$ cat src/design/jc_pkg.sv
// ----------------------------------------------------------------------------
// jc_pkg: shared constants and types of the joystick conditioner
// Widths, register indexes, stick and button codes, and the controller
// command bundle.
// ----------------------------------------------------------------------------
package jc_pkg;

	localparam int SAMPLE_W = 10;
	localparam int POS_W    = 8;
	localparam int STICK_W  = 4;
	localparam int BUTTON_W = 2;
	localparam int INDEX_W  = 3;

	// Offset times 100 needs 17 bits of magnitude; the divider resolves one
	// quotient bit per step.
	localparam int DIV_W     = 17;
	localparam int DIV_STEPS = DIV_W;
	localparam int CNT_W     = 5;

	localparam int PERCENT          = 100;
	localparam int POS_MAX          = 127;
	localparam int ZERO_LIMIT       = 10;
	localparam int DOMINANCE_MARGIN = 10;
	localparam int MOVE_LIMIT       = 50;

	localparam logic [INDEX_W-1:0] REG_CENTER_X = 3'd0;
	localparam logic [INDEX_W-1:0] REG_LOW_X    = 3'd1;
	localparam logic [INDEX_W-1:0] REG_HIGH_X   = 3'd2;
	localparam logic [INDEX_W-1:0] REG_CENTER_Y = 3'd3;
	localparam logic [INDEX_W-1:0] REG_LOW_Y    = 3'd4;
	localparam logic [INDEX_W-1:0] REG_HIGH_Y   = 3'd5;
	localparam logic [INDEX_W-1:0] REG_DEAD     = 3'd6;

	localparam logic [STICK_W-1:0] STICK_ZERO     = 4'd0;
	localparam logic [STICK_W-1:0] STICK_RIGHT    = 4'd1;
	localparam logic [STICK_W-1:0] STICK_LEFT     = 4'd2;
	localparam logic [STICK_W-1:0] STICK_UP       = 4'd3;
	localparam logic [STICK_W-1:0] STICK_DOWN     = 4'd4;
	localparam logic [STICK_W-1:0] STICK_MV_RIGHT = 4'd5;
	localparam logic [STICK_W-1:0] STICK_MV_LEFT  = 4'd6;
	localparam logic [STICK_W-1:0] STICK_MV_UP    = 4'd7;
	localparam logic [STICK_W-1:0] STICK_MV_DOWN  = 4'd8;

	localparam logic [BUTTON_W-1:0] BTN_IDLE     = 2'd0;
	localparam logic [BUTTON_W-1:0] BTN_PRESSED  = 2'd1;
	localparam logic [BUTTON_W-1:0] BTN_HELD     = 2'd2;
	localparam logic [BUTTON_W-1:0] BTN_RELEASED = 2'd3;

	typedef struct packed {
		logic capture;
		logic load;
		logic step;
		logic commit;
	} jc_cmd_t;

	typedef struct packed {
		logic [DIV_W-1:0]    num_mag;
		logic [SAMPLE_W-1:0] span_mag;
		logic                neg;
		logic                zero;
	} axis_prep_t;

endpackage

$ cat src/design/jc_div.sv
// ----------------------------------------------------------------------------
// jc_div: shift-subtract divider
// Unsigned restoring division, one quotient bit per step. The quotient
// builds up in the dividend register.
// ----------------------------------------------------------------------------
module jc_div (
	input  logic                          clk,
	input  logic                          arst_n,
	input  logic                          load,
	input  logic                          step,
	input  logic [jc_pkg::DIV_W-1:0]      dividend,
	input  logic [jc_pkg::SAMPLE_W-1:0]   divisor,
	output logic [jc_pkg::DIV_W-1:0]      quotient
);

	logic [jc_pkg::DIV_W-1:0]    dvd_q;
	logic [jc_pkg::SAMPLE_W-1:0] dvs_q;
	logic [jc_pkg::SAMPLE_W-1:0] rem_q;
	logic [jc_pkg::SAMPLE_W:0]   trial;
	logic [jc_pkg::SAMPLE_W:0]   diff;
	logic                        ge;

	assign trial = {rem_q, dvd_q[jc_pkg::DIV_W-1]};
	assign ge    = trial >= {1'b0, dvs_q};
	assign diff  = trial - {1'b0, dvs_q};

	always_ff @(posedge clk or negedge arst_n) begin
		if (!arst_n) begin
			dvd_q <= '0;
			dvs_q <= '0;
			rem_q <= '0;
		end else if (load) begin
			dvd_q <= dividend;
			dvs_q <= divisor;
			rem_q <= '0;
		end else if (step) begin
			// Remainder stays below the divisor, so it fits in the divisor width.
			rem_q <= ge ? diff[jc_pkg::SAMPLE_W-1:0] : trial[jc_pkg::SAMPLE_W-1:0];
			dvd_q <= {dvd_q[jc_pkg::DIV_W-2:0], ge};
		end
	end

	assign quotient = dvd_q;

endmodule

$ cat src/design/jc_dp.sv
// ----------------------------------------------------------------------------
// jc_dp: joystick conditioner datapath
// Calibration registers, per-axis offset and dead zone, two serial
// dividers, saturation, and the stick and button event machines.
// ----------------------------------------------------------------------------
module jc_dp (
	input  logic                            clk,
	input  logic                            arst_n,
	input  jc_pkg::jc_cmd_t                 cmd,
	input  logic                            cfg_we,
	input  logic [jc_pkg::INDEX_W-1:0]      cfg_index,
	input  logic [jc_pkg::SAMPLE_W-1:0]     cfg_data,
	input  logic [jc_pkg::SAMPLE_W-1:0]     sample_x,
	input  logic [jc_pkg::SAMPLE_W-1:0]     sample_y,
	input  logic                            button_level,
	output logic signed [jc_pkg::POS_W-1:0] pos_x,
	output logic signed [jc_pkg::POS_W-1:0] pos_y,
	output logic [jc_pkg::STICK_W-1:0]      stick_code,
	output logic [jc_pkg::BUTTON_W-1:0]     button_code
);

	localparam int SW = jc_pkg::SAMPLE_W;
	localparam int MW = jc_pkg::POS_W - 1;

	logic [SW-1:0] center_x_q, low_x_q, high_x_q;
	logic [SW-1:0] center_y_q, low_y_q, high_y_q;
	logic [SW-1:0] dead_zone_q;

	logic [SW-1:0] smp_x_q, smp_y_q;
	logic          level_q;
	logic          neg_x_q, zero_x_q, neg_y_q, zero_y_q;

	jc_pkg::axis_prep_t prep_x, prep_y;
	logic [jc_pkg::DIV_W-1:0] quo_x, quo_y;

	logic [MW-1:0]  sat_x, sat_y;
	logic [MW:0]    ax_ext, ay_ext;
	logic           neg_x, neg_y;
	logic [jc_pkg::STICK_W-1:0]  stick_q, stick_d;
	logic [jc_pkg::BUTTON_W-1:0] button_q, button_d;
	logic signed [jc_pkg::POS_W-1:0] pos_x_q, pos_y_q;

	// Offset from center, dead zone, scaling by 100 and choice of side span.
	function automatic jc_pkg::axis_prep_t prep_axis(
		input logic [SW-1:0] smp,
		input logic [SW-1:0] ctr,
		input logic [SW-1:0] lo,
		input logic [SW-1:0] hi,
		input logic [SW-1:0] dz
	);
		jc_pkg::axis_prep_t p;
		logic signed [SW:0] off;
		logic signed [SW:0] span;
		logic [SW:0]        mag;
		logic [SW:0]        smag;
		off = $signed({1'b0, smp}) - $signed({1'b0, ctr});
		mag = off[SW] ? -off : off;
		if (mag < {1'b0, dz}) begin
			off = '0;
			mag = '0;
		end
		span = off[SW] ? $signed({1'b0, ctr}) - $signed({1'b0, lo})
		               : $signed({1'b0, hi}) - $signed({1'b0, ctr});
		smag = span[SW] ? -span : span;
		// Times 100 as 64 + 32 + 4.
		p.num_mag  = {mag, 6'b0} + {1'b0, mag, 5'b0} + {4'b0, mag, 2'b0};
		p.span_mag = smag[SW-1:0];
		p.neg      = off[SW] ^ span[SW];
		p.zero     = (span == '0);
		return p;
	endfunction

	assign prep_x = prep_axis(smp_x_q, center_x_q, low_x_q, high_x_q, dead_zone_q);
	assign prep_y = prep_axis(smp_y_q, center_y_q, low_y_q, high_y_q, dead_zone_q);

	jc_div u_div_x (
		.clk      (clk),
		.arst_n   (arst_n),
		.load     (cmd.load),
		.step     (cmd.step),
		.dividend (prep_x.num_mag),
		.divisor  (prep_x.span_mag),
		.quotient (quo_x)
	);

	jc_div u_div_y (
		.clk      (clk),
		.arst_n   (arst_n),
		.load     (cmd.load),
		.step     (cmd.step),
		.dividend (prep_y.num_mag),
		.divisor  (prep_y.span_mag),
		.quotient (quo_y)
	);

	always_ff @(posedge clk or negedge arst_n) begin
		if (!arst_n) begin
			center_x_q  <= SW'(512);
			low_x_q     <= '0;
			high_x_q    <= SW'(1023);
			center_y_q  <= SW'(512);
			low_y_q     <= '0;
			high_y_q    <= SW'(1023);
			dead_zone_q <= '0;
		end else if (cfg_we) begin
			case (cfg_index)
				jc_pkg::REG_CENTER_X: center_x_q  <= cfg_data;
				jc_pkg::REG_LOW_X:    low_x_q     <= cfg_data;
				jc_pkg::REG_HIGH_X:   high_x_q    <= cfg_data;
				jc_pkg::REG_CENTER_Y: center_y_q  <= cfg_data;
				jc_pkg::REG_LOW_Y:    low_y_q     <= cfg_data;
				jc_pkg::REG_HIGH_Y:   high_y_q    <= cfg_data;
				jc_pkg::REG_DEAD:     dead_zone_q <= cfg_data;
				default: ;
			endcase
		end
	end

	always_ff @(posedge clk) begin
		if (cmd.capture) begin
			smp_x_q <= sample_x;
			smp_y_q <= sample_y;
			level_q <= button_level;
		end
		if (cmd.load) begin
			neg_x_q  <= prep_x.neg;
			zero_x_q <= prep_x.zero;
			neg_y_q  <= prep_y.neg;
			zero_y_q <= prep_y.zero;
		end
		if (cmd.commit) begin
			pos_x_q <= neg_x ? -$signed({1'b0, sat_x}) : $signed({1'b0, sat_x});
			pos_y_q <= neg_y ? -$signed({1'b0, sat_y}) : $signed({1'b0, sat_y});
		end
	end

	// Saturated magnitudes; a zero span forces the axis to zero.
	always_comb begin
		sat_x = (|quo_x[jc_pkg::DIV_W-1:MW]) ? MW'(jc_pkg::POS_MAX) : quo_x[MW-1:0];
		sat_y = (|quo_y[jc_pkg::DIV_W-1:MW]) ? MW'(jc_pkg::POS_MAX) : quo_y[MW-1:0];
		if (zero_x_q) sat_x = '0;
		if (zero_y_q) sat_y = '0;
		neg_x  = neg_x_q && (sat_x != '0);
		neg_y  = neg_y_q && (sat_y != '0);
		ax_ext = {1'b0, sat_x};
		ay_ext = {1'b0, sat_y};
	end

	// Stick event machine.
	always_comb begin
		stick_d = stick_q;
		if (ax_ext < (MW+1)'(jc_pkg::ZERO_LIMIT) && ay_ext < (MW+1)'(jc_pkg::ZERO_LIMIT)) begin
			stick_d = jc_pkg::STICK_ZERO;
		end else begin
			if (stick_d inside {[jc_pkg::STICK_MV_RIGHT:jc_pkg::STICK_MV_DOWN]}) begin
				stick_d = stick_d - 4'd4;
			end else if (stick_d > jc_pkg::STICK_MV_DOWN) begin
				stick_d = jc_pkg::STICK_ZERO;
			end
			if (ax_ext > ay_ext + (MW+1)'(jc_pkg::DOMINANCE_MARGIN)) begin
				if (!neg_x && ax_ext > (MW+1)'(jc_pkg::MOVE_LIMIT)
				    && stick_d != jc_pkg::STICK_RIGHT) begin
					stick_d = jc_pkg::STICK_MV_RIGHT;
				end else if (neg_x && ax_ext > (MW+1)'(jc_pkg::MOVE_LIMIT)
				             && stick_d != jc_pkg::STICK_LEFT) begin
					stick_d = jc_pkg::STICK_MV_LEFT;
				end
			end else if (ay_ext > ax_ext + (MW+1)'(jc_pkg::DOMINANCE_MARGIN)) begin
				if (!neg_y && ay_ext > (MW+1)'(jc_pkg::MOVE_LIMIT)
				    && stick_d != jc_pkg::STICK_UP) begin
					stick_d = jc_pkg::STICK_MV_UP;
				end else if (neg_y && ay_ext > (MW+1)'(jc_pkg::MOVE_LIMIT)
				             && stick_d != jc_pkg::STICK_DOWN) begin
					stick_d = jc_pkg::STICK_MV_DOWN;
				end
			end
		end
	end

	// Button event machine; events last one item before settling.
	always_comb begin
		button_d = button_q;
		if (button_d == jc_pkg::BTN_PRESSED) begin
			button_d = jc_pkg::BTN_HELD;
		end else if (button_d == jc_pkg::BTN_RELEASED) begin
			button_d = jc_pkg::BTN_IDLE;
		end
		if (!level_q) begin
			if (button_d != jc_pkg::BTN_HELD) button_d = jc_pkg::BTN_PRESSED;
		end else if (button_d != jc_pkg::BTN_IDLE) begin
			button_d = jc_pkg::BTN_RELEASED;
		end
	end

	always_ff @(posedge clk or negedge arst_n) begin
		if (!arst_n) begin
			stick_q  <= jc_pkg::STICK_ZERO;
			button_q <= jc_pkg::BTN_IDLE;
		end else if (cmd.commit) begin
			stick_q  <= stick_d;
			button_q <= button_d;
		end
	end

	assign pos_x       = pos_x_q;
	assign pos_y       = pos_y_q;
	assign stick_code  = stick_q;
	assign button_code = button_q;

endmodule

$ cat src/design/jc_ctrl.sv
// ----------------------------------------------------------------------------
// jc_ctrl: joystick conditioner controller
// Sequences capture, operand preparation, divider steps and the commit of
// one item into the output register, and owns the handshakes.
// ----------------------------------------------------------------------------
module jc_ctrl (
	input  logic            clk,
	input  logic            arst_n,
	input  logic            in_valid,
	output logic            in_ready,
	output logic            out_valid,
	input  logic            out_ready,
	output jc_pkg::jc_cmd_t cmd
);

	localparam logic [1:0] S_IDLE = 2'd0;
	localparam logic [1:0] S_PREP = 2'd1;
	localparam logic [1:0] S_DIV  = 2'd2;
	localparam logic [1:0] S_DONE = 2'd3;

	logic [1:0]               state_q;
	logic [jc_pkg::CNT_W-1:0] cnt_q;
	logic                     out_valid_q;
	logic                     commit;

	assign in_ready = (state_q == S_IDLE);
	// The output register is free when empty or being drained this cycle.
	assign commit   = (state_q == S_DONE) && (!out_valid_q || out_ready);

	assign cmd.capture = in_valid && in_ready;
	assign cmd.load    = (state_q == S_PREP);
	assign cmd.step    = (state_q == S_DIV);
	assign cmd.commit  = commit;

	always_ff @(posedge clk or negedge arst_n) begin
		if (!arst_n) begin
			state_q     <= S_IDLE;
			cnt_q       <= '0;
			out_valid_q <= 1'b0;
		end else begin
			if (commit) begin
				out_valid_q <= 1'b1;
			end else if (out_ready) begin
				out_valid_q <= 1'b0;
			end
			case (state_q)
				S_IDLE: begin
					if (in_valid) state_q <= S_PREP;
				end
				S_PREP: begin
					cnt_q   <= jc_pkg::CNT_W'(jc_pkg::DIV_STEPS - 1);
					state_q <= S_DIV;
				end
				S_DIV: begin
					cnt_q <= cnt_q - 1'b1;
					if (cnt_q == '0) state_q <= S_DONE;
				end
				S_DONE: begin
					if (commit) state_q <= S_IDLE;
				end
				default: state_q <= S_IDLE;
			endcase
		end
	end

	assign out_valid = out_valid_q;

	a_accept_starts: assert property (@(posedge clk) disable iff (!arst_n)
		(in_valid && in_ready) |=> (state_q == S_PREP))
		else $error("accepted item did not start preparation");

	a_div_ends: assert property (@(posedge clk) disable iff (!arst_n)
		(state_q == S_DIV && cnt_q == '0) |=> (state_q == S_DONE))
		else $error("divider did not finish after its last step");

	a_no_overwrite: assert property (@(posedge clk) disable iff (!arst_n)
		(state_q == S_DONE && out_valid_q && !out_ready) |=> (state_q == S_DONE && out_valid_q))
		else $error("waiting result was overwritten");

	a_prep_loads: assert property (@(posedge clk) disable iff (!arst_n)
		(state_q == S_PREP) |=> (state_q == S_DIV && cnt_q == jc_pkg::CNT_W'(jc_pkg::DIV_STEPS - 1)))
		else $error("divider sequence not started after preparation");

endmodule

$ cat src/design/joystick_conditioner.sv
// ----------------------------------------------------------------------------
// joystick_conditioner: two-axis joystick calibration and event decoding
//
// Channel  Handshake             Payload
// in       in_valid / in_ready   sample_x, sample_y, button_level
// out      out_valid / out_ready pos_x, pos_y, stick_code, button_code
// cfg      cfg_we (no wait)      cfg_index, cfg_data
//
// Each item goes through capture, operand preparation, 17 divider
// steps (one quotient bit per cycle in the two per-axis shift-subtract
// dividers), and commit into the output register.
// A new item is accepted while the previous result waits in the output
// register; commit stalls only while that register is still full.
// Reset restores the calibration defaults and sets both event machines idle.
// ----------------------------------------------------------------------------
module joystick_conditioner (
	input  logic                            clk,
	input  logic                            arst_n,
	input  logic                            cfg_we,
	input  logic [jc_pkg::INDEX_W-1:0]      cfg_index,
	input  logic [jc_pkg::SAMPLE_W-1:0]     cfg_data,
	input  logic                            in_valid,
	output logic                            in_ready,
	input  logic [jc_pkg::SAMPLE_W-1:0]     sample_x,
	input  logic [jc_pkg::SAMPLE_W-1:0]     sample_y,
	input  logic                            button_level,
	output logic                            out_valid,
	input  logic                            out_ready,
	output logic signed [jc_pkg::POS_W-1:0] pos_x,
	output logic signed [jc_pkg::POS_W-1:0] pos_y,
	output logic [jc_pkg::STICK_W-1:0]      stick_code,
	output logic [jc_pkg::BUTTON_W-1:0]     button_code
);

	jc_pkg::jc_cmd_t cmd;

	jc_ctrl u_ctrl (
		.clk       (clk),
		.arst_n    (arst_n),
		.in_valid  (in_valid),
		.in_ready  (in_ready),
		.out_valid (out_valid),
		.out_ready (out_ready),
		.cmd       (cmd)
	);

	jc_dp u_dp (
		.clk          (clk),
		.arst_n       (arst_n),
		.cmd          (cmd),
		.cfg_we       (cfg_we),
		.cfg_index    (cfg_index),
		.cfg_data     (cfg_data),
		.sample_x     (sample_x),
		.sample_y     (sample_y),
		.button_level (button_level),
		.pos_x        (pos_x),
		.pos_y        (pos_y),
		.stick_code   (stick_code),
		.button_code  (button_code)
	);

endmodule

$ cat config.mk
export PLATFORM = sky130hd
export DESIGN_NAME = joystick_conditioner
export DESIGN_NICKNAME = d
export VERILOG_FILES = /design/src/design/jc_pkg.sv /design/src/design/jc_div.sv /design/src/design/jc_dp.sv /design/src/design/jc_ctrl.sv /design/src/design/joystick_conditioner.sv
export SDC_FILE = /design/constraint.sdc
export NUM_CORES = 1
export LEC_CHECK = 0
export ABC_AREA = 1
export BUFFER_PORTS_ARGS = -buffer_cell sky130_fd_sc_hd__buf_2
export CORE_MARGIN = 3
export CORE_UTILIZATION = 64
export DETAILED_ROUTE_END_ITERATION = 7
export PLACE_DENSITY = 0.92
export RECOVER_POWER = 50
export REMOVE_ABC_BUFFERS = 1
export SLEW_MARGIN = 5
export SYNTH_ARGS = -nofsm -noshare
export SYNTH_HDL_FRONTEND = slang
export SYNTH_SLANG_ARGS = --single-unit
$ cat constraint.sdc
create_clock -name clk -period 6.7 [get_ports clk]
set_input_delay 0 -clock clk [delete_from_list [all_inputs] [get_ports clk]]
set_output_delay 0 -clock clk [all_outputs]
set_load 0.1 [all_outputs]
# Word-level counts from Yosys, hierarchy flattened
# Cells that the tools add are included.
[totals]
reg_bits = 199
wordCells = 171
output_inout_bits = 24
[classes]
n_eq_ne = 19
add_sub_neg = 22
n_mux = 48
bitwise = 2
n_lt_le_gt_ge = 13
reduce_logical = 38
[ops]
columns = ["cell", "n"]
rows = [
  ["11-bit two-way mux", 8],
  ["10-bit two-way mux", 8],
  ["17-bit two-way mux", 4],
  ["10-bit by 10-bit subtractor with 11-bit output", 6],
  ["7-bit two-way mux", 6],
  ["4-bit two-way mux", 10],
  ["17-bit by 13-bit adder with 17-bit output", 2],
  ["17-bit by 16-bit adder with 17-bit output", 2],
  ["11-bit by 10-bit greater-or-equal comparator with 1-bit output", 2],
  ["11-bit logical NOT", 2],
  ["11-bit by 10-bit < comparator with 1-bit output", 2],
  ["11-bit negation", 2],
  ["10-bit negation", 2],
  ["10-bit OR reduction", 2],
  ["10-bit subtractor", 2],
  ["7-bit by 4-bit adder with 8-bit output (second input constant)", 2],
  ["7-bit by 8-bit > comparator with 1-bit output", 2],
  ["2-bit two-way mux", 8],
  ["7-bit negation with 8-bit output", 2],
  ["7-bit by 6-bit > comparator with 1-bit output (second input constant)", 2],
  ["1-bit logical AND", 14],
  ["7-bit by 4-bit < comparator with 1-bit output (second input constant)", 2],
  ["2-bit AND reduction", 7],
  ["7-bit nonzero test", 2],
  ["26 further kinds", 41],
]

# Depth between registers and ports, before layout
# Gate-level depths: netlist of the first run.
[logic_depth]
word_depth = 13
ltp_mapped = 49
mapped_depth_nobuf = 46

# Hierarchy
# A second synthesis of the first run with hierarchy kept.
[hier_totals]
cells_unflattened = 2196
area_unflattened_um2 = 16306.9
[by_module_without_submodules]
columns = ["module", "cells_each", "area_each_um2", "n_inst", "seq_area_each_um2"]
rows = [
  ["jc_dp", 1560, 11378.4, 1, 3160.5],
  ["jc_div (u_dp.u_div_x)", 292, 2240.9, 1, 925.9],
  ["jc_div (u_dp.u_div_y)", 282, 2190.9, 1, 925.9],
  ["jc_ctrl", 62, 496.7, 1, 200.2],
]

# Worst setup path before layout of the first run
# Ideal clock, no wire load.
[synth_path]
path_type = "reg2reg"
from = "register u_dp.smp_y_q[0]"
to = "register u_dp.u_div_y.dvd_q (netlist bit u_dp.u_div_y.quotient[16])"
path_stages_with_launch = 47
setup_time_ns = 0.142
arrival_ns = 5.925
slack_ns = 0.633
required_ns = 6.558
cell_sequence = "edfxtp_1 -> inv_1 -> ha_1 -> inv_1 -> fa_1 -> nand3_2 -> nand3_2 -> nand2_2 -> nand2_2 -> nand2_2 -> nand2_1 -> a21oi_2 -> buf_6 -> buf_2 -> nand2_1 -> xor2_1 -> inv_1 -> ha_1 -> [11 not listed] -> inv_1 -> nor2_1 -> a21oi_1 -> ha_1 -> ha_1 -> inv_1 -> fa_1 -> o31ai_1 -> inv_1 -> o21ai_0 -> nand3_1 -> nand2_1 -> nand2_1 -> nand2_1 -> a21oi_1 -> or2_2 -> nand3_1 -> o221ai_1"
[synth_between]
elab_chain_cells = 8
[synth_rtl]
columns = ["item", "line_no", "rtl"]
rows = [
  ["start: declaration", "jc_dp.sv:29", "logic [SW-1:0] smp_x_q, smp_y_q;"],
  ["start signal: assignment", "jc_dp.sv:122", "smp_y_q <= sample_y;"],
  ["10-bit by 10-bit subtractor with 11-bit output (*)", "jc_dp.sv:56", "off = $signed({1'b0, smp}) - $signed({1'b0, ctr});"],
  ["11-bit negation", "jc_dp.sv:57", "mag = off[SW] ? -off : off;"],
  ["11-bit two-way mux (*)", "jc_dp.sv:57", ""],
  ["11-bit by 10-bit < comparator with 1-bit output", "jc_dp.sv:58", "if (mag < {1'b0, dz}) begin"],
  ["11-bit two-way mux (*)", "jc_dp.sv:58", ""],
  ["17-bit by 16-bit adder with 17-bit output", "jc_dp.sv:66", "p.num_mag = {mag, 6'b0} + {1'b0, mag, 5'b0} + {4'b0, mag, 2'b0};"],
  ["17-bit by 13-bit adder with 17-bit output (*)", "jc_dp.sv:66", ""],
  ["17-bit two-way mux (*)", "jc_div.sv:32", "end else if (load) begin"],
  ["end signal: assignment", "jc_div.sv:33", "dvd_q <= dividend;"],
  ["end signal: assignment", "jc_div.sv:39", "dvd_q <= {dvd_q[jc_pkg::DIV_W-2:0], ge};"],
  ["end: declaration", "jc_div.sv:16", "logic [jc_pkg::DIV_W-1:0] dvd_q;"],
]
# Mark *: on every way between the ends. The rest lies on a longest branch, timed or not.
# A chain may end at the register's enable or synchronous reset.

# Final worst setup path of the first run
# Same ends and word-level chain as after synthesis.

==> impl_metrics.sql, run 1 <==
INSERT INTO impl_metrics (metric_group, metric, value, unit) VALUES
('status', 'status', 'complete, but fails checks', ''),
('critical_path', 'cp_num_buf_inv', '9', ''),
('detailed_routing', 'first_iter_violations', '1282', ''),
('synthesis', 'ys_warnings', '0', ''),
('global_routing', 'antenna_violations_before_repair', '0', ''),
('critical_path', 'r2r_setup_slack', '310', 'ps'),
('critical_path', 'critPathSlowestCell', 'fa_2', ''),
('global_routing', 'globalRouteOverflowTotal', '0', ''),
('placement', 'detailed_place.area', '16300', 'µm²'),
('global_routing', 'grt_first_pass_wirelength', '64800', 'µm'),
('critical_path', 'slowest_delay', '390', 'ps'),
('cts', 'tritoncts.num_buffers', '17', ''),
('finish', 'layout.area.seq', '5210', 'µm²'),
('floorplanning', 'design.die.area', '26600', 'µm²'),
('sta', 'timing.final.setup_violations', '0', ''),
('floorplanning', 'start_util', '0.662', ''),
('placement', 'dp_cells', '2418', ''),
('status', 'violations_in_the_final_reports', 'capacitance limit, slew limit', ''),
('placement', 'dp.final_hpwl', '28100', 'µm'),
('finish', 'n_fill_cell', '1730', ''),
('cts', 'worst_skew_pair.late_latency', '450', 'ps'),
('synthesis', 'synth_most_common_cell', 'nand2_1', ''),
('critical_path', 'worstReg2RegEnd', 'u_dp.u_div_y.quotient[16]$_DFFE_PN0P_', ''),
('critical_path', 'cp-start-kind', 'flip-flop', ''),
('sta', 'fin_ws', '307', 'ps'),
('placement', 'globalplace.congestion', '0.950', ''),
('sta', 'finalCritPeriodShare', '0.954', ''),
('sta', 'timing.final.hold_violations', '0', ''),
('critical_path', 'reg2regPathDepth', '44', ''),
('floorplanning', 'die_width', '163', 'µm'),
('sta', 'slew_violations', '193', ''),
('critical_path', 'critical_path.max_fanout', '4', ''),
('run', 'maxCapViolations', '3', ''),
('critical_path', 'cell_repeated_most_along_the_worst_path', 'nand2_1', ''),
('detailed_routing', 'drtPass1Iterations', '6', ''),
('sta', 'worst_clock_skew', '10.9', 'ps'),
('cts', 'cts_num_sinks', '199', ''),
('finish', 'flow.area_growth_from_synthesis', '9.98', '%'),
('critical_path', 'critPathCaptureType', 'flip-flop', ''),
('synthesis', 'ys_async_sr_fraction', '0.794', ''),
('critical_path', 'criticalPathCategory', 'flip-flop to flip-flop', ''),
('synthesis', 'postSynthCellCount', '2074', ''),
('synthesis', 'synth.area.top_cells', 'dfrtp_1 (22%), ha_1 (14%), nand2_1 (11%)', ''),
('finish', 'share_of_final_layout_standard_cells_stronger_than_drive_strength_1', '0.0985', ''),
('synthesis', 'yosys.cell_types.count', '56', ''),
('finish', 'multi_input_area', '9120', 'µm²'),
('floorplanning', 'std_cell_rows', '56', ''),
('placement', 'detailedPlace.worstSlack', '85.6', 'ps'),
('finish', 'layout.nets', '2382', ''),
('critical_path', 'worst-endpoint-required', '7000', 'ps'),
('min_path', 'whs_path_depth', '3', ''),
('critical_path', 'arrival', '6700', 'ps'),
('min_path', 'hold_path.startpoint', 'cfg_data[0]', ''),
('detailed_routing', 'ant_nets', '0', ''),
('synthesis', 'postSynthAreaPerCell', '7.61', 'µm²'),
('synthesis', 'number_of_enable_type_register_cells_in_the_synthesized_netlist', '41', ''),
('global_routing', 'global_route.usage.total', '0.295', ''),
('critical_path', 'worst_r2r_startpoint', 'u_dp.smp_y_q[0]$_DFFE_PP_', ''),
('synthesis', 'synth_top_cell_by_area', 'dfrtp_1', ''),
('floorplanning', 'chipHeight', '163', 'µm'),
('sta', 'finalCriticalPeriod', '6390', 'ps'),
('detailed_routing', 'viasPerCell', '5.80', ''),
('synthesis', 'yosys_register_bits', '199', ''),
('detailed_routing', 'drc_errors', '0', ''),
('floorplanning', 'floorplan.core_area', '23800', 'µm²'),
('global_routing', 'grt_max_degree', '86', ''),
('cts', 'clock_tree.buffer_depth', '2', ''),
('global_routing', 'first_global_vias', '14200', ''),
('synthesis', 'syn-cell-area', '15800', 'µm²'),
('synthesis', 'synthTopCellsByCount', 'nand2_1 (468), inv_1 (339), o21ai_0 (172), ha_1 (171), dfrtp_1 (136)', ''),
('finish', 'fin_area', '17400', 'µm²');
==> cells by family (layout without fill, tap and decap cells) <==
group | count (synthesis) | count (layout) | share of synthesized area
and+or+nand+nor | 796 | 796 | 0.222
buffers and inverters | 396 | 495 | 0.0982
adders and majority gates | 183 | 183 | 0.151
AOI/OAI and AO/OA | 416 | 416 | 0.152
xor gates and xnor gates | 84 | 84 | 0.0466
DFF | 199 | 199 | 0.330
==> worst register-to-register path: cells and delay by family, from the launching register on <==
kind	cells	cell delay, ps
AOI/OAI and AO/OA	10	1530
xor gates and xnor gates	1	220
adders and majority gates	6	1670
buffers and inverters	9	790
DFF	1	370
and+or+nand+nor	18	1680
==> worst max path at each step <==
stage | start | endpoint | slack [ps] | cells after the start
2_1_floorplan | u_dp.smp_y_q[0]$_DFFE_PP_ | u_dp.u_div_y.quotient[16]$_DFFE_PN0P_ | 310 | 42
3_3_place_gp | u_dp.center_x_q[9]$_DFFE_PN1P_ | u_dp.u_div_x.quotient[16]$_DFFE_PN0P_ | 220 | 37
3_5_place_dp | u_dp.smp_y_q[0]$_DFFE_PP_ | u_dp.u_div_y.quotient[16]$_DFFE_PN0P_ | 90 | 44
4_1_cts | u_dp.center_x_q[9]$_DFFE_PN1P_ | u_dp.u_div_x.quotient[16]$_DFFE_PN0P_ | 70 | 37
5_1_grt | u_dp.smp_y_q[0]$_DFFE_PP_ | u_dp.u_div_y.quotient[16]$_DFFE_PN0P_ | -290 | 44
6_report | u_dp.smp_y_q[0]$_DFFE_PP_ | u_dp.u_div_y.quotient[16]$_DFFE_PN0P_ | 310 | 44
==> flip-flops by register name, summed over array words and instances (netlist names), 2 cells and up <==
| register | count |
|---|---|
| u_dp.u_div_x.quotient | 17 |
| u_dp.u_div_y.quotient | 17 |
| u_dp.center_x_q | 10 |
| u_dp.center_y_q | 10 |
| u_dp.dead_zone_q | 10 |
| u_dp.high_x_q | 10 |
| u_dp.high_y_q | 10 |
| u_dp.low_x_q | 10 |
| u_dp.low_y_q | 10 |
| u_dp.smp_x_q | 10 |
| u_dp.smp_y_q | 10 |
| u_dp.u_div_x.dvs_q | 10 |
| u_dp.u_div_x.rem_q | 10 |
| u_dp.u_div_y.dvs_q | 10 |
| u_dp.u_div_y.rem_q | 10 |
| u_dp.pos_x | 8 |
| u_dp.pos_y | 8 |
| u_ctrl.cnt_q | 5 |
| u_dp.stick_code | 4 |
| u_ctrl.state_q | 2 |
| u_dp.button_code | 2 |
==> per-layer routing <==
layer | GRT usage | wire [µm] | vias to the layer above
li1 | - | - | 6977
met1 | 0.374 | 16300 | 6741
met2 | 0.510 | 18800 | 610
met3 | 0.0444 | 2670 | 115
met4 | 0.117 | 1260 | 0
met5 | 0 | 0 | -
==> metrics by stage <==
| step | setup TNS (ps) | utilization |
|---|---|---|
| after floorplan | 0 | - |
| after global placement | 0 | 0.685 |
| after detailed placement | 0 | 0.685 |
| after CTS | 0 | 0.723 |
| after global routing | -533 | 0.729 |
| final | 0 | 0.729 |
==> repair_timing <==
item                                   in CTS  in global routing
endpoints found under the hold margin     146                  0
setup buffers                               0                 10
hold buffers                               32                  0
gates resized for setup                     0                 31
setup endpoints to repair                   0                 10
==> cell type report <==
type | count | area share
Multi-Input combinational cell | 1479 | 0.526
Sequential cell | 199 | 0.300
Inverter | 354 | 0.0768
Timing Repair Buffer | 109 | 0.0406
Clock buffer | 18 | 0.0260
Tap cell | 319 | 0.0230
Clock inverter | 14 | 0.00771
==> cells in the final DEF (no fill, tap or decap), drive strengths merged, types with 2 or more instances in the layout <==
cell type | netlist | routed
clkinvlp | 0 | 3
a21o | 7 | 7
nor3 | 21 | 21
nor4 | 5 | 5
o22ai | 9 | 9
o211ai | 15 | 15
dfrtp | 136 | 136
o221ai | 22 | 22
a211oi | 2 | 2
a21oi | 134 | 134
buf | 16 | 46
nand4 | 21 | 21
o21bai | 20 | 20
dfstp | 22 | 22
xor2 | 66 | 66
o41ai | 2 | 2
clkbuf | 26 | 49
fa | 12 | 12
a31oi | 6 | 6
dlygate4sd3 | 0 | 32
a221oi | 2 | 2
ha | 171 | 171
nand3 | 106 | 106
a31o | 2 | 2
nand3b | 7 | 7
inv | 354 | 361
nand2 | 497 | 497
nor2 | 132 | 132
clkinv | 0 | 3
xnor2 | 18 | 18
or2 | 4 | 4
edfxtp | 41 | 41
o21ai | 190 | 190
Power of run 1 is left out: the tool's default activity adds up to more than one toggle a clock period on the data nets, which glitch-free logic cannot reach.
==> inputs of run 2 (changes only) <==
--- a/config.mk
+++ b/config.mk
@@ -5,7 +5,6 @@
 export SDC_FILE = /design/constraint.sdc
 export NUM_CORES = 1
 export LEC_CHECK = 0
-export ABC_AREA = 1
 export BUFFER_PORTS_ARGS = -buffer_cell sky130_fd_sc_hd__buf_2
 export CORE_MARGIN = 3
 export CORE_UTILIZATION = 64
==> run 2 against run 1 <==
The run still ends with capacitance limit, slew limit left. Die area down 1.0%. Fmax down 0.49%. Design area up 0.17%. Count of clock-buffer cells in the layout unchanged. Sequential share of layout area about the same. Critical path depth down 10. Via count down 7.8%. Register-to-register slack worse by 30 ps. Largest cell class unchanged.
==> impl_metrics.sql, run 2 <==
INSERT INTO impl_metrics (metric_group, metric, value, unit) VALUES
('synthesis', 'muxShareOfSynthArea', '0.0730', ''),
('cts', 'h-tree-depth', '4', ''),
('critical_path', 'criticalPathCategory', 'flip-flop to flip-flop', ''),
('sta', 'worst_clock_skew', '10.4', 'ps'),
('status', 'status', 'complete, but fails checks', ''),
('sta', 'finalCritPeriodShare', '0.959', ''),
('sta', 'finalSetupTns', '0', 'ps'),
('cts', 'tritoncts_clock_tree', 'yes', ''),
('sta', 'timing.final.setup_violations', '0', ''),
('synthesis', 'yosys_register_bits', '199', ''),
('global_routing', 'grt_first_pass_wirelength', '63900', 'µm'),
('min_path', 'holdCritPathClass', 'primary input to flip-flop', ''),
('synthesis', 'synth_top_area_share', '0.218', ''),
('detailed_routing', 'ant_nets', '0', ''),
('sta', 'finalCriticalPeriod', '6420', 'ps'),
('floorplanning', 'die_width', '162', 'µm'),
('global_routing', 'grt_max_degree', '84', ''),
('finish', 'share_of_final_layout_standard_cells_stronger_than_drive_strength_1', '0.116', ''),
('synthesis', 'synth_top_flop_cell', 'dfrtp_1', ''),
('finish', 'layout.nets', '2023', ''),
('finish', 'layout.cells.most_common', 'ha_1', ''),
('global_routing', 'globalRouteOverflowTotal', '0', ''),
('critical_path', 'arrival', '6760', 'ps'),
('synthesis', 'syn-cell-area', '15600', 'µm²'),
('cts', 'clock_slew_seen_by_the_registers_of_the_worst_setup_and_hold_paths', '80', 'ps'),
('critical_path', 'cp-start-kind', 'flip-flop', ''),
('global_routing', 'first_global_vias', '13100', ''),
('synthesis', 'synth.area.top_cells', 'dfrtp_1 (22%), ha_1 (14%), edfxtp_1 (7.9%)', ''),
('sta', 'slew_violations', '125', ''),
('finish', 'flow.area_growth_from_synthesis', '11.3', '%'),
('sta', 'timing.final.hold_violations', '0', ''),
('detailed_routing', 'first_iter_violations', '1262', ''),
('detailed_routing', 'drtPass1Iterations', '6', ''),
('cts', 'tritoncts.num_buffers', '17', ''),
('detailed_routing', 'drc_errors', '0', ''),
('cts', 'cts_num_sinks', '199', ''),
('cts', 'clock_tree.buffer_depth', '2', ''),
('sta', 'tightest_slew', '4540', 'ps'),
('synthesis', 'synthTopCellsByCount', 'ha_1 (171), inv_1 (162), nor2_1 (142), dfrtp_1 (136), o21ai_0 (120)', ''),
('sta', 'hold-worst-slack', '31.5', 'ps'),
('synthesis', 'postSynthCellCount', '1711', ''),
('synthesis', 'synth_most_common_cell', 'ha_1', ''),
('global_routing', 'global_route.usage.total', '0.296', ''),
('critical_path', 'critPathCaptureType', 'flip-flop', ''),
('detailed_routing', 'routed_wirelength', '39000', 'µm'),
('min_path', 'hold_path.startpoint', 'in_valid', ''),
('synthesis', 'synth_compound_area_frac', '0.187', ''),
('floorplanning', 'std_cell_rows', '56', ''),
('placement', 'globalplace.congestion', '0.926', ''),
('finish', 'final_cell_mix', 'ha_1 (169), inv_1 (159), nor2_1 (139), dfrtp_1 (135), nand2_1 (119)', ''),
('critical_path', 'worst_r2r_startpoint', 'u_dp.smp_x_q[0]$_DFFE_PP_', ''),
('synthesis', 'synth_top_family_by_area', 'compound AO/OA/AOI/OAI gates', ''),
('finish', 'fin_area', '17400', 'µm²'),
('critical_path', 'worst-endpoint-required', '7030', 'ps'),
('global_routing', 'antenna_violations_before_repair', '1', ''),
('critical_path', 'slowest_delay', '460', 'ps'),
('floorplanning', 'start_util', '0.658', ''),
('synthesis', 'ys_warnings', '0', ''),
('detailed_routing', 'route.vias.total', '13300', ''),
('critical_path', 'crit_path_start', 'u_dp.smp_x_q[0]$_DFFE_PP_', ''),
('floorplanning', 'floorplan.core_area', '23800', 'µm²'),
('floorplanning', 'chipHeight', '162', 'µm'),
('critical_path', 'critical_path.max_fanout', '7', ''),
('detailed_routing', 'viasPerCell', '6.24', ''),
('critical_path', 'critPathSlowestCell', 'a2111oi_2', ''),
('status', 'violations_in_the_final_reports', 'capacitance limit, slew limit', ''),
('synthesis', 'postSynthAreaPerCell', '9.13', 'µm²'),
('placement', 'detailed_place.area', '16300', 'µm²'),
('synthesis', 'synth_fa_ha_area_frac', '0.152', ''),
('synthesis', 'ys_seq_area_frac', '0.334', ''),
('finish', 'num_antenna_cells', '0', ''),
('run', 'maxCapViolations', '3', ''),
('cts', 'worst_skew_pair.late_latency', '450', 'ps'),
('finish', 'final_util', '0.732', ''),
('placement', 'place.port_buffers', '62', ''),
('synthesis', 'ys_async_sr_fraction', '0.794', ''),
('detailed_routing', 'post_drt_wl_per_cell', '18.3', 'µm'),
('sta', 'timing.slew.headroom', '-2.02', ''),
('synthesis', 'yosys.cell_types.count', '81', ''),
('synthesis', 'synth_simple_gate_area_share', '0.133', ''),
('floorplanning', 'design.die.area', '26300', 'µm²'),
('synthesis', 'number_of_enable_type_register_cells_in_the_synthesized_netlist', '41', ''),
('synthesis', 'synth_top_cell_by_area', 'dfrtp_1', ''),
('sta', 'fmax', '156', 'MHz'),
('synthesis', 'post_synth_xor_area_fraction', '0.0684', ''),
('placement', 'dp.final_hpwl', '27800', 'µm'),
('floorplanning', 'floorplan.io_pins', '63', ''),
('cts', 'clock_tree.root_cell', 'clkbuf_16', '');
## run 2: cell count changes in the layout (fill, tap and decap cells not counted), moves of 25 or more
cell	before	now
mux2_2	0	48
nor2_1	114	139
nand3_1	89	15
mux2i_1	0	56
nand2_1	468	119
nand2_2	27	0
inv_1	336	159
xnor2_1	18	75
o21ai_0	168	116
## run 2: cell families after synthesis
family,count (synthesis)
AND/OR/NAND/NOR,438
buffers and inverters,214
multiplexers,107
flip-flops,199
XOR/XNOR,122
AO/OA/AOI/OAI,448
adder cells (fa/ha/maj),183
## run 2: final cells by class
| class | instances | area, µm² |
|---|---|---|
| multi-input cells | 1298 | 9740 |
| fillers | 1613 | 6370 |
| flip-flops and latches | 199 | 5210 |
| repair buffers | 122 | 802 |
| inverters | 163 | 612 |
| clock buffers | 18 | 439 |
| well taps | 319 | 399 |
| clock inverters | 14 | 176 |
## run 2: path summary, 6_finish.rpt
check                      slack, ps                                     to  depth (start not counted)
setup / recovery                 280  u_dp.u_div_x.quotient[16]$_DFFE_PN0P_                         34
hold / removal                    30          u_ctrl.state_q[0]$_DFFE_PN0P_                          4
setup reg to reg                 280  u_dp.u_div_x.quotient[16]$_DFFE_PN0P_                         34
hold reg to reg                  510      u_dp.u_div_x.dvs_q[0]$_DFFE_PN0P_                          2
max in group asynchronous       2130         u_dp.center_y_q[1]$_DFFE_PN0P_                          2
min in group asynchronous       1730            u_dp.low_y_q[7]$_DFFE_PN0P_                          2
## run 2: repair_timing
item                                    4_1_cts  5_1_grt
resized for setup                             4       39
pin swaps                                     0        7
hold buffers                                 33        0
buffers inserted                              0        7
hold endpoints to repair                    152        0
endpoints found under the setup margin        7       15
## run 2: metal layers
layer	vias up	GRT usage	wire length, µm
met3	94	0.0411	2260
met4	0	0.112	1290
li1	6249	-	-
met1	6439	0.393	16900
met2	530	0.497	18600
met5	-	0	0
## run 2: critical path, delay by kind of cell (launching register included)
family / cells / cell delay (ps)
compound gates: 15 / 2850
xor+xnor: 2 / 430
fa+ha+maj: 5 / 1250
buf+inv: 6 / 580
flops: 1 / 380
simple gates: 6 / 790
## run 2: metrics by stage
| stage | std cells | setup slack [ps] |
|---|---|---|
| after floorplan | 1660 | 370 |
| after global placement | 2061 | 188 |
| after detailed placement | 2061 | -214 |
| after CTS | 2126 | 8.22 |
| after global routing | 2133 | -113 |
| final | 2133 | 275 |
Power of run 2 is left out for the same reason.
